**config.mk**
```make
export PLATFORM = sky130hd
export DESIGN_NAME = buffer_slot_pool
export DESIGN_NICKNAME = d
export VERILOG_FILES = /design/src/hdl/bsp_pkg.sv /design/src/hdl/bsp_ctrl.sv /design/src/hdl/bsp_dp.sv /design/src/hdl/buffer_slot_pool.sv
export SDC_FILE = /design/constraint.sdc
export NUM_CORES = 1
export LEC_CHECK = 0
export BUFFER_PORTS_ARGS = -buffer_cell sky130_fd_sc_hd__buf_2
export CAP_MARGIN = 20
export CORE_ASPECT_RATIO = 0.9
export CORE_MARGIN = 5
export CORE_UTILIZATION = 30
export CTS_CLUSTER_DIAMETER = 50
export CTS_CLUSTER_SIZE = 25
export DETAILED_ROUTE_END_ITERATION = 10
export SLEW_MARGIN = 30
export SYNTH_ARGS = -nofsm -noshare
export SYNTH_HDL_FRONTEND = slang
export SYNTH_SLANG_ARGS = --single-unit
```
**constraint.sdc**
```tcl
create_clock -name clk -period 17 [get_ports clk]
set_clock_uncertainty 0.1 [all_clocks]
set_input_delay 4.25 -clock clk [delete_from_list [all_inputs] [get_ports clk]]
set_output_delay 4.25 -clock clk [all_outputs]
set_load 0.005 [all_outputs]
```
**src/hdl/bsp_pkg.sv**
```systemverilog
// ----------------------------------------------------------------------------
// bsp_pkg
// Shared types, codes and sizes for the buffer slot pool.
// ----------------------------------------------------------------------------
`default_nettype none

package bsp_pkg;

	localparam int MaxSlots  = 16;
	localparam int SlotW     = (MaxSlots > 1) ? $clog2(MaxSlots) : 1;
	localparam int CountW    = 5;
	localparam int StrideW   = 32;
	localparam int FuncW     = 3;
	localparam int IndexW    = 8;
	localparam int StatusW   = 3;
	localparam int GrantW    = 4;
	localparam int SizeW     = 36;
	localparam int CfgIdxW   = 1;
	localparam int CfgDataW  = 32;
	localparam int InDataW   = 16;
	localparam int OutDataW  = 80;

	typedef enum logic [1:0] {
		SLOT_IDLE   = 2'd0,
		SLOT_USE    = 2'd1,
		SLOT_FLIGHT = 2'd2
	} slot_st_t;

	typedef enum logic [FuncW-1:0] {
		FN_ACQUIRE = 3'd0,
		FN_SUBMIT  = 3'd1,
		FN_RELEASE = 3'd2,
		FN_REVERT  = 3'd3,
		FN_QUERY   = 3'd4
	} func_t;

	typedef enum logic [StatusW-1:0] {
		RC_OK    = 3'd0,
		RC_FULL  = 3'd1,
		RC_INDEX = 3'd2,
		RC_STATE = 3'd3,
		RC_NOCFG = 3'd4
	} status_t;

	typedef enum logic [CfgIdxW-1:0] {
		REG_SLOT_COUNT  = 1'd0,
		REG_SLOT_STRIDE = 1'd1
	} reg_idx_t;

	typedef enum logic [1:0] {
		ST_IDLE = 2'd0,
		ST_EVAL = 2'd1,
		ST_MUL  = 2'd2
	} ctrl_st_t;

	typedef struct packed {
		logic capture;
		logic eval;
		logic load_out;
	} ctrl_cmd_t;

	typedef struct packed {
		logic out_full;
	} dp_stat_t;

endpackage

`default_nettype wire

```
**src/hdl/bsp_ctrl.sv**
```systemverilog
// ----------------------------------------------------------------------------
// bsp_ctrl
// Request sequencer: capture, evaluate, compute offset and load the result.
// ----------------------------------------------------------------------------
`default_nettype none

module bsp_ctrl (
	input  wire               clk,
	input  wire               arst_n,
	input  wire               in_valid,
	output logic              in_ready,
	input  bsp_pkg::dp_stat_t stat,
	output bsp_pkg::ctrl_cmd_t cmd
);
	import bsp_pkg::*;

	ctrl_st_t state_q;
	ctrl_st_t state_d;

	always_ff @(posedge clk or negedge arst_n) begin
		if (!arst_n) begin
			state_q <= ST_IDLE;
		end else begin
			state_q <= state_d;
		end
	end

	always_comb begin
		state_d  = state_q;
		in_ready = 1'b0;
		cmd      = '0;
		case (state_q)
			ST_IDLE: begin
				in_ready = 1'b1;
				if (in_valid) begin
					cmd.capture = 1'b1;
					state_d     = ST_EVAL;
				end
			end
			ST_EVAL: begin
				cmd.eval = 1'b1;
				state_d  = ST_MUL;
			end
			ST_MUL: begin
				if (!stat.out_full) begin
					cmd.load_out = 1'b1;
					state_d      = ST_IDLE;
				end
			end
			default: begin
				state_d = ST_IDLE;
			end
		endcase
	end

endmodule

`default_nettype wire

```
**src/hdl/bsp_dp.sv**
```systemverilog
// ----------------------------------------------------------------------------
// bsp_dp
// Slot state table, configuration registers, grant logic and result register.
// ----------------------------------------------------------------------------
`default_nettype none

module bsp_dp (
	input  wire                             clk,
	input  wire                             arst_n,
	input  wire                             cfg_wr,
	input  wire [bsp_pkg::CfgIdxW-1:0]      cfg_idx,
	input  wire [bsp_pkg::CfgDataW-1:0]     cfg_wdata,
	input  wire [bsp_pkg::FuncW-1:0]        in_func,
	input  wire [bsp_pkg::IndexW-1:0]       in_slot_sel,
	input  bsp_pkg::ctrl_cmd_t              cmd,
	output bsp_pkg::dp_stat_t               stat,
	output logic                            out_valid,
	input  wire                             out_ready,
	output logic [bsp_pkg::StatusW-1:0]     out_status,
	output logic [bsp_pkg::GrantW-1:0]      out_granted_slot,
	output logic [bsp_pkg::SizeW-1:0]       out_slot_offset,
	output logic [bsp_pkg::SizeW-1:0]       out_pool_bytes
);
	import bsp_pkg::*;

	logic [CountW-1:0]   count_q;
	logic [StrideW-1:0]  stride_q;
	slot_st_t            slot_st_q [MaxSlots];
	slot_st_t            slot_st_d [MaxSlots];

	logic [FuncW-1:0]    func_q;
	logic [IndexW-1:0]   idx_q;

	status_t             status_s1;
	logic [SlotW-1:0]    slot_s1;
	logic                ok_s1;
	logic [SizeW-1:0]    size_s1;

	logic                out_valid_q;
	status_t             status_q;
	logic [GrantW-1:0]   grant_q;
	logic [SizeW-1:0]    offset_q;
	logic [SizeW-1:0]    size_q;

	logic                cfg_ok;
	logic [MaxSlots-1:0] free;
	logic                hit;
	logic [SlotW-1:0]    pick;
	logic                idx_in;
	logic [SlotW-1:0]    idx_sl;
	slot_st_t            cur;
	status_t             status_d;
	logic [SlotW-1:0]    slot_d;
	logic                ok_d;
	logic [CountW+StrideW-1:0] size_prod;
	logic [SizeW-1:0]    off_prod;

	assign cfg_ok = (count_q != '0) && (stride_q != '0) && (int'(count_q) <= MaxSlots);
	assign idx_in = idx_q < IndexW'(count_q);
	assign idx_sl = idx_q[SlotW-1:0];
	assign cur    = slot_st_q[idx_sl];
	assign size_prod = CountW'(count_q) * StrideW'(stride_q);
	assign off_prod  = SizeW'(stride_q) * SizeW'(slot_s1);

	always_comb begin
		hit  = 1'b0;
		pick = '0;
		for (int i = 0; i < MaxSlots; i++) begin
			free[i] = (slot_st_q[i] == SLOT_IDLE) && (i < int'(count_q));
		end
		for (int i = MaxSlots - 1; i >= 0; i--) begin
			if (free[i]) begin
				hit  = 1'b1;
				pick = SlotW'(i);
			end
		end
	end

	always_comb begin
		for (int i = 0; i < MaxSlots; i++) begin
			slot_st_d[i] = slot_st_q[i];
		end
		status_d = RC_OK;
		slot_d   = '0;
		ok_d     = 1'b0;
		if (!cfg_ok) begin
			status_d = RC_NOCFG;
		end else if (func_q == FN_ACQUIRE) begin
			if (hit) begin
				slot_st_d[pick] = SLOT_USE;
				slot_d          = pick;
				ok_d            = 1'b1;
			end else begin
				status_d = RC_FULL;
			end
		end else if (func_q > FN_QUERY) begin
			status_d = RC_STATE;
		end else if (!idx_in) begin
			status_d = RC_INDEX;
		end else begin
			slot_d = idx_sl;
			case (func_q)
				FN_SUBMIT: begin
					if (cur == SLOT_USE) slot_st_d[idx_sl] = SLOT_FLIGHT;
					else status_d = RC_STATE;
				end
				FN_RELEASE: begin
					if (cur == SLOT_FLIGHT) slot_st_d[idx_sl] = SLOT_IDLE;
					else status_d = RC_STATE;
				end
				FN_REVERT: begin
					if (cur == SLOT_USE) slot_st_d[idx_sl] = SLOT_IDLE;
					else status_d = RC_STATE;
				end
				default: begin
				end
			endcase
			ok_d = (status_d == RC_OK);
		end
	end

	always_ff @(posedge clk or negedge arst_n) begin
		if (!arst_n) begin
			count_q  <= '0;
			stride_q <= '0;
			for (int i = 0; i < MaxSlots; i++) begin
				slot_st_q[i] <= SLOT_IDLE;
			end
		end else if (cfg_wr) begin
			case (cfg_idx)
				REG_SLOT_COUNT:  count_q  <= cfg_wdata[CountW-1:0];
				REG_SLOT_STRIDE: stride_q <= cfg_wdata[StrideW-1:0];
				default: begin
				end
			endcase
			for (int i = 0; i < MaxSlots; i++) begin
				slot_st_q[i] <= SLOT_IDLE;
			end
		end else if (cmd.eval) begin
			for (int i = 0; i < MaxSlots; i++) begin
				slot_st_q[i] <= slot_st_d[i];
			end
		end
	end

	always_ff @(posedge clk) begin
		if (cmd.capture) begin
			func_q <= in_func;
			idx_q  <= in_slot_sel;
		end
		if (cmd.eval) begin
			status_s1 <= status_d;
			slot_s1   <= slot_d;
			ok_s1     <= ok_d;
			size_s1   <= cfg_ok ? SizeW'(size_prod) : '0;
		end
		if (cmd.load_out) begin
			status_q <= status_s1;
			grant_q  <= GrantW'(slot_s1);
			offset_q <= ok_s1 ? off_prod : '0;
			size_q   <= size_s1;
		end
	end

	always_ff @(posedge clk or negedge arst_n) begin
		if (!arst_n) begin
			out_valid_q <= 1'b0;
		end else if (cmd.load_out) begin
			out_valid_q <= 1'b1;
		end else if (out_ready) begin
			out_valid_q <= 1'b0;
		end
	end

	assign stat.out_full    = out_valid_q && !out_ready;
	assign out_valid        = out_valid_q;
	assign out_status       = status_q;
	assign out_granted_slot = grant_q;
	assign out_slot_offset  = offset_q;
	assign out_pool_bytes   = size_q;

endmodule

`default_nettype wire

```
**src/hdl/buffer_slot_pool.sv**
```systemverilog
// ----------------------------------------------------------------------------
// buffer_slot_pool
// Allocator for a pool of equal-sized buffer slots (idle, in use, in flight).
// ----------------------------------------------------------------------------
// Requests enter on the s_axis channel, one beat per request; each request
// yields exactly one result beat on m_axis, in request order.
// Configuration (slot count, slot stride) is written over the cfg channel,
// which is always ready; a write returns every slot to idle. Write it only
// while no request is outstanding.
// After the request beat is accepted, m_axis_tvalid rises once the request
// has passed evaluation (with the size multiply) and the offset multiply
// into the output register. One request is in work at a time, so the block
// takes no new request until capture, evaluate and output load are through.
// The next request is accepted while a finished result still waits in the
// output register; if the receiver stalls, the following result holds in
// its stage until the output register frees, and s_axis_tready stays low.
// Reset clears the configuration registers to zero (pool not configured),
// all slots to idle and drops m_axis_tvalid.
// ----------------------------------------------------------------------------
`default_nettype none

module buffer_slot_pool (
	input  wire                             clk,
	input  wire                             arst_n,
	input  wire                             cfg_valid,
	output logic                            cfg_ready,
	input  wire [bsp_pkg::CfgIdxW-1:0]      cfg_index,
	input  wire [bsp_pkg::CfgDataW-1:0]     cfg_data,
	input  wire                             s_axis_tvalid,
	output logic                            s_axis_tready,
	// [2:0] func, [10:3] slot_sel, [15:11] zero
	input  wire [bsp_pkg::InDataW-1:0]      s_axis_tdata,
	output logic                            m_axis_tvalid,
	input  wire                             m_axis_tready,
	// [2:0] status, [6:3] granted_slot, [42:7] slot_offset,
	// [78:43] pool_bytes, [79] zero
	output logic [bsp_pkg::OutDataW-1:0]    m_axis_tdata
);
	import bsp_pkg::*;

	ctrl_cmd_t           cmd;
	dp_stat_t            stat;
	logic [StatusW-1:0]  status;
	logic [GrantW-1:0]   granted_slot;
	logic [SizeW-1:0]    slot_offset;
	logic [SizeW-1:0]    pool_bytes;

	assign cfg_ready = 1'b1;

	bsp_ctrl u_ctrl (
		.clk      (clk),
		.arst_n   (arst_n),
		.in_valid (s_axis_tvalid),
		.in_ready (s_axis_tready),
		.stat     (stat),
		.cmd      (cmd)
	);

	bsp_dp u_dp (
		.clk              (clk),
		.arst_n           (arst_n),
		.cfg_wr           (cfg_valid && cfg_ready),
		.cfg_idx          (cfg_index),
		.cfg_wdata        (cfg_data),
		.in_func          (s_axis_tdata[FuncW-1:0]),
		.in_slot_sel      (s_axis_tdata[FuncW+IndexW-1:FuncW]),
		.cmd              (cmd),
		.stat             (stat),
		.out_valid        (m_axis_tvalid),
		.out_ready        (m_axis_tready),
		.out_status       (status),
		.out_granted_slot (granted_slot),
		.out_slot_offset  (slot_offset),
		.out_pool_bytes   (pool_bytes)
	);

	assign m_axis_tdata = {1'b0, pool_bytes, slot_offset, granted_slot, status};

	a_capture_eval: assert property (@(posedge clk) disable iff (!arst_n)
		cmd.capture |=> cmd.eval)
		else $error("capture not followed by evaluation");

	a_eval_busy: assert property (@(posedge clk) disable iff (!arst_n)
		cmd.eval |=> !s_axis_tready)
		else $error("request accepted while offset stage busy");

	a_load_free: assert property (@(posedge clk) disable iff (!arst_n)
		cmd.load_out |-> !(m_axis_tvalid && !m_axis_tready))
		else $error("result overwritten while stalled");

	a_nocfg_zero: assert property (@(posedge clk) disable iff (!arst_n)
		(m_axis_tvalid && status == RC_NOCFG) |->
			(slot_offset == '0 && pool_bytes == '0 && granted_slot == '0))
		else $error("unconfigured result carries data");

endmodule

`default_nettype wire

```
==> impl_metrics.yaml, run 1 <==
placement:
  place_hpwl_mm: 32.5
  gp_congestion: 0.891
  io_buffers: 129
  place_area_sq_mm: 0.0182
detailed_routing:
  detail-route-antenna-nets: 0
  drc: 0
  wl_per_cell_microns: 17.0
  viasPerCell: 4.96
  vias: 12700
  firstDrtPassIters: 5
  totalWireLength_mm: 43.3
  drtIter0Drc: 899
global_route:
  grt_pass1_vias: 12900
  grt_first_pass_wirelength_mm: 70.7
  grtUsageTotal_pct: 14.1
  gr-total-overflow: 0
  antenna_found_initial: 1
  grt_max_degree: 80
critical_path:
  endpoint: "u_dp.size_s1[34]$_SDFFCE_PN0P_"
  critPathLaunch: "u_dp.count_q[4]$_DFFE_PN0P_"
  reg2reg_from: "u_dp.count_q[4]$_DFFE_PN0P_"
  cpMostUsedCell: "fa_1"
  cp_cell_sequence: "buf_4 -> nand2_1 -> fa_1 -> fa_1 -> fa_1 -> inv_1 -> ha_1 -> a211oi_1 -> o211ai_1 -> a21oi_1 -> o31ai_1 -> a221oi_1 -> o31ai_1 -> o41ai_1 -> or4_1 -> nand3_1"
  cp-start-kind: "flop"
  end_kind: "flop"
  max_stage_delay_ns: 0.62
  cp.arrival_ns: 6.44
  reg2reg_slack_ns: 10.77
  regToRegEndpoint: "u_dp.size_s1[34]$_SDFFCE_PN0P_"
  slowest_stage: "dfrtp_1"
  path_buf_inv: 2
  ff2ff_path_depth: 16
  worstPathMaxFanout: 34
  cp_top_family: "compound AO/OA/AOI/OAI gates"
  cp_num_cells: 16
  crit_required_ns: 17.21
  path_class: "flop to flop"
clock_tree:
  cts_hold_buf: 0
  insertion_delay_ns: 0.56
  cts_tree: "built"
  htreeDepth: 1
  postCtsSetupBuffers: 0
  cts_max_path_buffers: 3
  numCtsBuffers: 24
  post_cts_resized: 0
  cts.reportedPaths.clkPinSlew_ns: 0.07
  cts_root_buf: "clkbuf_16"
  clkSinkCount: 206
logic_synthesis:
  synthArstFlopShare_pct: 35.0
  synth_edf_count: 134
  ys_seq_area_share_pct: 34.5
  syn_nets: 1992
  avgSynthCellArea_sq_um: 9.93
  synthesis.area_sq_mm: 0.0169
  syn-instance-count: 1701
  synth_top_cell_area_share_pct: 23.8
  synth.most_common_cell: "nand2_1"
  ys_top_cells_by_count: "239 x nand2_1, 187 x inv_1, 149 x fa_1"
  synth_flop_cell: "edfxtp_1"
  yosys_register_bits: 206
  synth_top_cells_by_area: "edfxtp_1 24%, fa_1 18%, dfrtp_1 11%"
  yosysTopAreaCell: "edfxtp_1"
  synth.distinct_cells: 71
  yosysWarnings: 0
floorplanning:
  fp.dieH_microns: 235
  core_area_sq_mm: 0.0557
  die_w_microns: 260
  pin_count: 137
  die-area_sq_mm: 0.0612
  fp-row-count: 82
  initial_utilization_pct: 30.3
layout:
  fin_area_sq_mm: 0.0192
  diodes: 0
  syn_to_final_growth_pct: 13.6
  post-route-util_pct: 34.4
  layout-drive-gt1-share_pct: 13.6
  nNetsFinal: 2069
min_path:
  hp-class: "flop to flop"
flow_run:
  maxCapViolations: 0
sta:
  hold_viol: 0
  final.setup.tns_ns: 0
  drv_slew: 0
  max_freq_mhz: 161
  post-route-period-util_pct: 36.6
  maxSlewHeadroom_pct: 42.7
  rsz0062_at_grt: "false"
  setup_viol: 0
  tightest_slew_ns: 0.859
  period_minus_slack_ns: 6.23
power_and_ir_drop:
  p_leak_uw: 0.00857
  powerDensity_mw_per_mm2: 147
  ir_worst_vdd_v: 0.0000769
outcome:
  outcome: "completed"
==> worst min path at each step <==
stage                                                   end  cells after the start  slack [ns]                      startpoint
after floorplan            u_dp.out_pool_bytes[0]$_DFFE_PP_                      0        0.30   u_dp.size_s1[0]$_SDFFCE_PN0P_
after global placement    u_dp.out_pool_bytes[12]$_DFFE_PP_                      0        0.30  u_dp.size_s1[12]$_SDFFCE_PN0P_
after detailed placement  u_dp.out_pool_bytes[11]$_DFFE_PP_                      0        0.30  u_dp.size_s1[11]$_SDFFCE_PN0P_
after CTS                 u_dp.out_pool_bytes[11]$_DFFE_PP_                      0        0.32  u_dp.size_s1[11]$_SDFFCE_PN0P_
after global routing      u_dp.out_pool_bytes[10]$_DFFE_PP_                      0        0.32  u_dp.size_s1[10]$_SDFFCE_PN0P_
final                     u_dp.out_pool_bytes[14]$_DFFE_PP_                      0        0.32  u_dp.size_s1[14]$_SDFFCE_PN0P_
==> layout make-up <==
cell class	instances	area, sq um
clock buffer	27	676
sequential	206	5830
timing repair buffer	143	776
multi-input combinational	1215	10000
clock inverter	17	245
tap	756	946
fill	5691	36500
inverter	188	706
==> worst register-to-register path, stage by stage (launching register included) <==
cell	delay [ns]
dfrtp_1	0.62
buf_4	0.44
nand2_1	0.18
fa_1	0.54
fa_1	0.52
fa_1	0.54
inv_1	0.04
ha_1	0.35
a211oi_1	0.28
o211ai_1	0.19
a21oi_1	0.35
o31ai_1	0.22
a221oi_1	0.58
o31ai_1	0.23
o41ai_1	0.55
or4_1	0.20
nand3_1	0.06
==> logic make-up after synthesis <==
| family | share of synthesized area, % |
|---|---|
| buffers and inverters | 6.36 |
| other | 0.0445 |
| AOI/OAI and AO/OA | 10.3 |
| xor gates and xnor gates | 2.80 |
| and+or+nand+nor | 17.2 |
| DFF | 34.5 |
| adders and majority gates | 24.2 |
| muxes | 4.48 |
==> through the flow <==
step	instances	power (uW)	setup slack, ns	hold WS, ns
2_1_floorplan	1701	1890	8.49	0.300
3_3_place_gp	2504	2250	10.51	0.300
3_5_place_dp	2507	2270	10.44	0.305
4_1_cts	2551	2860	10.76	0.320
5_1_grt	2552	3090	10.29	0.322
6_report	2552	2820	10.77	0.318
==> per-layer routing <==
layer | global-route usage, % | wire length, microns | vias up
li1 | - | - | 5877
met5 | 0 | 12 | -
met4 | 3.27 | 992 | 2
met3 | 3.26 | 3270 | 54
met2 | 22.9 | 20300 | 364
met1 | 19.3 | 18600 | 6356
==> power breakdown <==
part	leakage (uW)	internal, uW	switching [uW]
clock	0.000433	319	249
combinational	0.00596	597	861
sequential	0.00218	701	88.5
total	0.00857	1620	1200
==> sequential cells by signal, summed over array words and instances, names as in the netlist, 2 cells and up <==
| signal | cells |
|---|---|
| u_ctrl.state_q | 2 |
| u_dp.count_q | 5 |
| u_dp.func_q | 3 |
| u_dp.idx_q | 8 |
| u_dp.out_granted_slot | 4 |
| u_dp.out_pool_bytes | 36 |
| u_dp.out_slot_offset | 36 |
| u_dp.out_status | 3 |
| u_dp.size_s1 | 36 |
| u_dp.slot_s1 | 4 |
| u_dp.slot_st_q | 32 |
| u_dp.status_s1 | 3 |
| u_dp.stride_q | 32 |
==> cell usage in the layout (no fill, tap or decap), drive strengths merged, types with 41 or more instances in the layout <==
cell type	count
ha	88
a21o	42
a21oi	67
inv	192
edfxtp	134
and2	123
nor2	102
o21ai	41
buf	143
dfrtp	72
nand2	239
fa	149
(Power assumes the default switching activity.)
==> run 2, diff against run 1 <==
ABC_AREA = 1   (was unset)
clock period = 6.15 ns   (was 17 ns; I/O delays follow)
==> impl_metrics.yaml, run 2 <==
sta:
  final.setup.tns_ns: 0
  rsz0062_at_grt: "false"
  drv_slew: 0
  tightest_slew_ns: 0.941
  post-route-period-util_pct: 87.4
  max_freq_mhz: 186
  holdWs_ns: 0.317
  period_minus_slack_ns: 5.38
  maxSlewHeadroom_pct: 37.0
  setup_viol: 0
  hold_viol: 0
placement:
  io_buffers: 129
  place_area_sq_mm: 0.0194
  gp_congestion: 0.905
  place_hpwl_mm: 38.9
  dp_cells: 3099
logic_synthesis:
  syn_nets: 2544
  synth_top_cells_by_area: "edfxtp_1 22%, fa_1 17%, nand2_1 11%"
  synth_flop_cell: "edfxtp_1"
  synth.most_common_cell: "nand2_1"
  synthesis.area_sq_mm: 0.0180
  synth_top_cell_area_share_pct: 22.4
  avgSynthCellArea_sq_um: 7.97
  ys_top_cells_by_count: "546 x nand2_1, 406 x inv_1, 176 x a21oi_1"
  syn-instance-count: 2253
  ys_seq_area_share_pct: 32.4
  synth_edf_count: 134
  yosysWarnings: 0
  synthArstFlopShare_pct: 35.0
  yosys_register_bits: 206
  synth.distinct_cells: 50
  yosysTopAreaCell: "edfxtp_1"
clock_tree:
  htreeDepth: 1
  cts_max_path_buffers: 3
  insertion_delay_ns: 0.60
  clkSinkCount: 206
  cts_tree: "built"
  postCtsSetupBuffers: 0
  numCtsBuffers: 27
  cts_hold_buf: 0
  post_cts_resized: 0
  cts_root_buf: "clkbuf_16"
  cts.reportedPaths.clkPinSlew_ns: 0.07
min_path:
  hp-class: "flop to flop"
critical_path:
  cp.arrival_ns: 5.63
  max_stage_delay_ns: 0.89
  cp_top_family: "adder cells"
  cp-start-kind: "flop"
  slowest_stage: "dfrtp_1"
  crit_required_ns: 6.40
  end_kind: "flop"
  reg2reg_slack_ns: 0.77
  path_buf_inv: 3
  path_class: "flop to flop"
  cp_cell_sequence: "nand2_1 -> inv_1 -> fa_1 -> fa_1 -> inv_1 -> fa_1 -> inv_1 -> ha_1 -> nand2_1 -> nor2_1 -> nand2_1 -> nor4_1 -> a21oi_1 -> o21ai_0 -> a21oi_1 -> nor2_1 -> nor2_1"
  worstPathMaxFanout: 22
detailed_routing:
  met1Wirelength_mm: 23.0
  detail-route-antenna-nets: 0
  firstDrtPassIters: 5
  met3_length_mm: 3.44
  viasPerCell: 4.78
  route.met2.wl_mm: 23.2
  vias: 15000
  wl_per_cell_microns: 16.1
  dr.max_layer_used: "met5"
  drc: 0
  drtIter0Drc: 1098
  totalWireLength_mm: 50.7
global_route:
  grt_first_pass_wirelength_mm: 82.5
  grt_max_degree: 61
  grt_pass1_vias: 14900
  grtUsageTotal_pct: 15.6
  antenna_found_initial: 2
  gr-total-overflow: 0
layout:
  nNetsFinal: 2636
  fin_area_sq_mm: 0.0204
  post-route-util_pct: 34.2
  diodes: 0
  syn_to_final_growth_pct: 13.4
  layout.cells.non_filler: 3149
  final_cell_mix: "546 x nand2_1, 406 x inv_1, 176 x a21oi_1, 174 x o21ai_0, 165 x nor2_1"
  layout-drive-gt1-share_pct: 11.2
  mostFrequentLayoutCell: "nand2_1"
floorplanning:
  die-area_sq_mm: 0.0649
  die_w_microns: 268
  fp.dieH_microns: 242
  pin_count: 137
  initial_utilization_pct: 30.1
  fp-row-count: 85
  core_area_sq_mm: 0.0596
power_and_ir_drop:
  ir_worst_vdd_v: 0.000212
  p_leak_uw: 0.0101
  powerDensity_mw_per_mm2: 380
flow_run:
  maxCapViolations: 0
outcome:
  outcome: "completed"
-- run 2: cell count changes in the layout (fill, tap and decap cells not counted), moves of 17 or more --
cell,change
nand2_1,+307
inv_1,+219
o21ai_0,+134
and2_1,-122
a21oi_1,+109
nor2_1,+63
nand3_1,+45
a21o_1,-39
xnor2_1,-25
xor2_1,-23
o32ai_1,-17
-- run 2: path summary, 6_finish.rpt --
kind,start,to,cells after the start
max,u_dp.count_q[2]$_DFFE_PN0P_,u_dp.size_s1[27]$_SDFFCE_PN0P_,17
min,u_dp.status_s1[2]$_SDFFCE_PN1P_,u_dp.out_status[2]$_DFFE_PP_,0
max reg2reg,u_dp.count_q[2]$_DFFE_PN0P_,u_dp.size_s1[27]$_SDFFCE_PN0P_,17
min reg2reg,u_dp.status_s1[2]$_SDFFCE_PN1P_,u_dp.out_status[2]$_DFFE_PP_,0
max in group asynchronous,arst_n,u_dp.count_q[4]$_DFFE_PN0P_,2
min in group asynchronous,arst_n,u_ctrl.state_q[1]$_DFFE_PN0P_,1
-- run 2: cells by family after synthesis --
family | synth area share, %
AOI/OAI and AO/OA | 12.3
buffers and inverters | 10.9
other | 0.0418
DFF | 32.4
and+or+nand+nor | 19.6
adders and majority gates | 22.7
xor gates and xnor gates | 0.293
muxes | 1.69
-- run 2: final cells by class --
cell class | count | area, sq um
fillers | 6378 | 39200
multi-input cells | 1543 | 10200
flip-flops and latches | 206 | 5830
inverters | 412 | 1550
well taps | 783 | 980
repair buffers | 155 | 860
clock buffers | 27 | 676
clock inverters | 23 | 282
-- run 2: where the power goes --
part           internal (uW)  switching [uW]
registers               1890             236
clock network            881             788
logic                   1350            2580
-- run 2: metal layers --
metal / vias to the layer above / global-route usage (%)
met5: - / 0
met4: 4 / 3.24
met3: 64 / 2.99
met2: 396 / 25.3
met1: 7216 / 21.9
li1: 7369 / -
-- run 2: stage by stage --
step | power, uW | worst slack (ns)
after floorplan | 4910 | 0.623
after global placement | 6090 | 0.878
final | 7730 | 0.773
after detailed placement | 6120 | 0.816
after CTS | 7840 | 0.782
after global routing | 8480 | 0.439
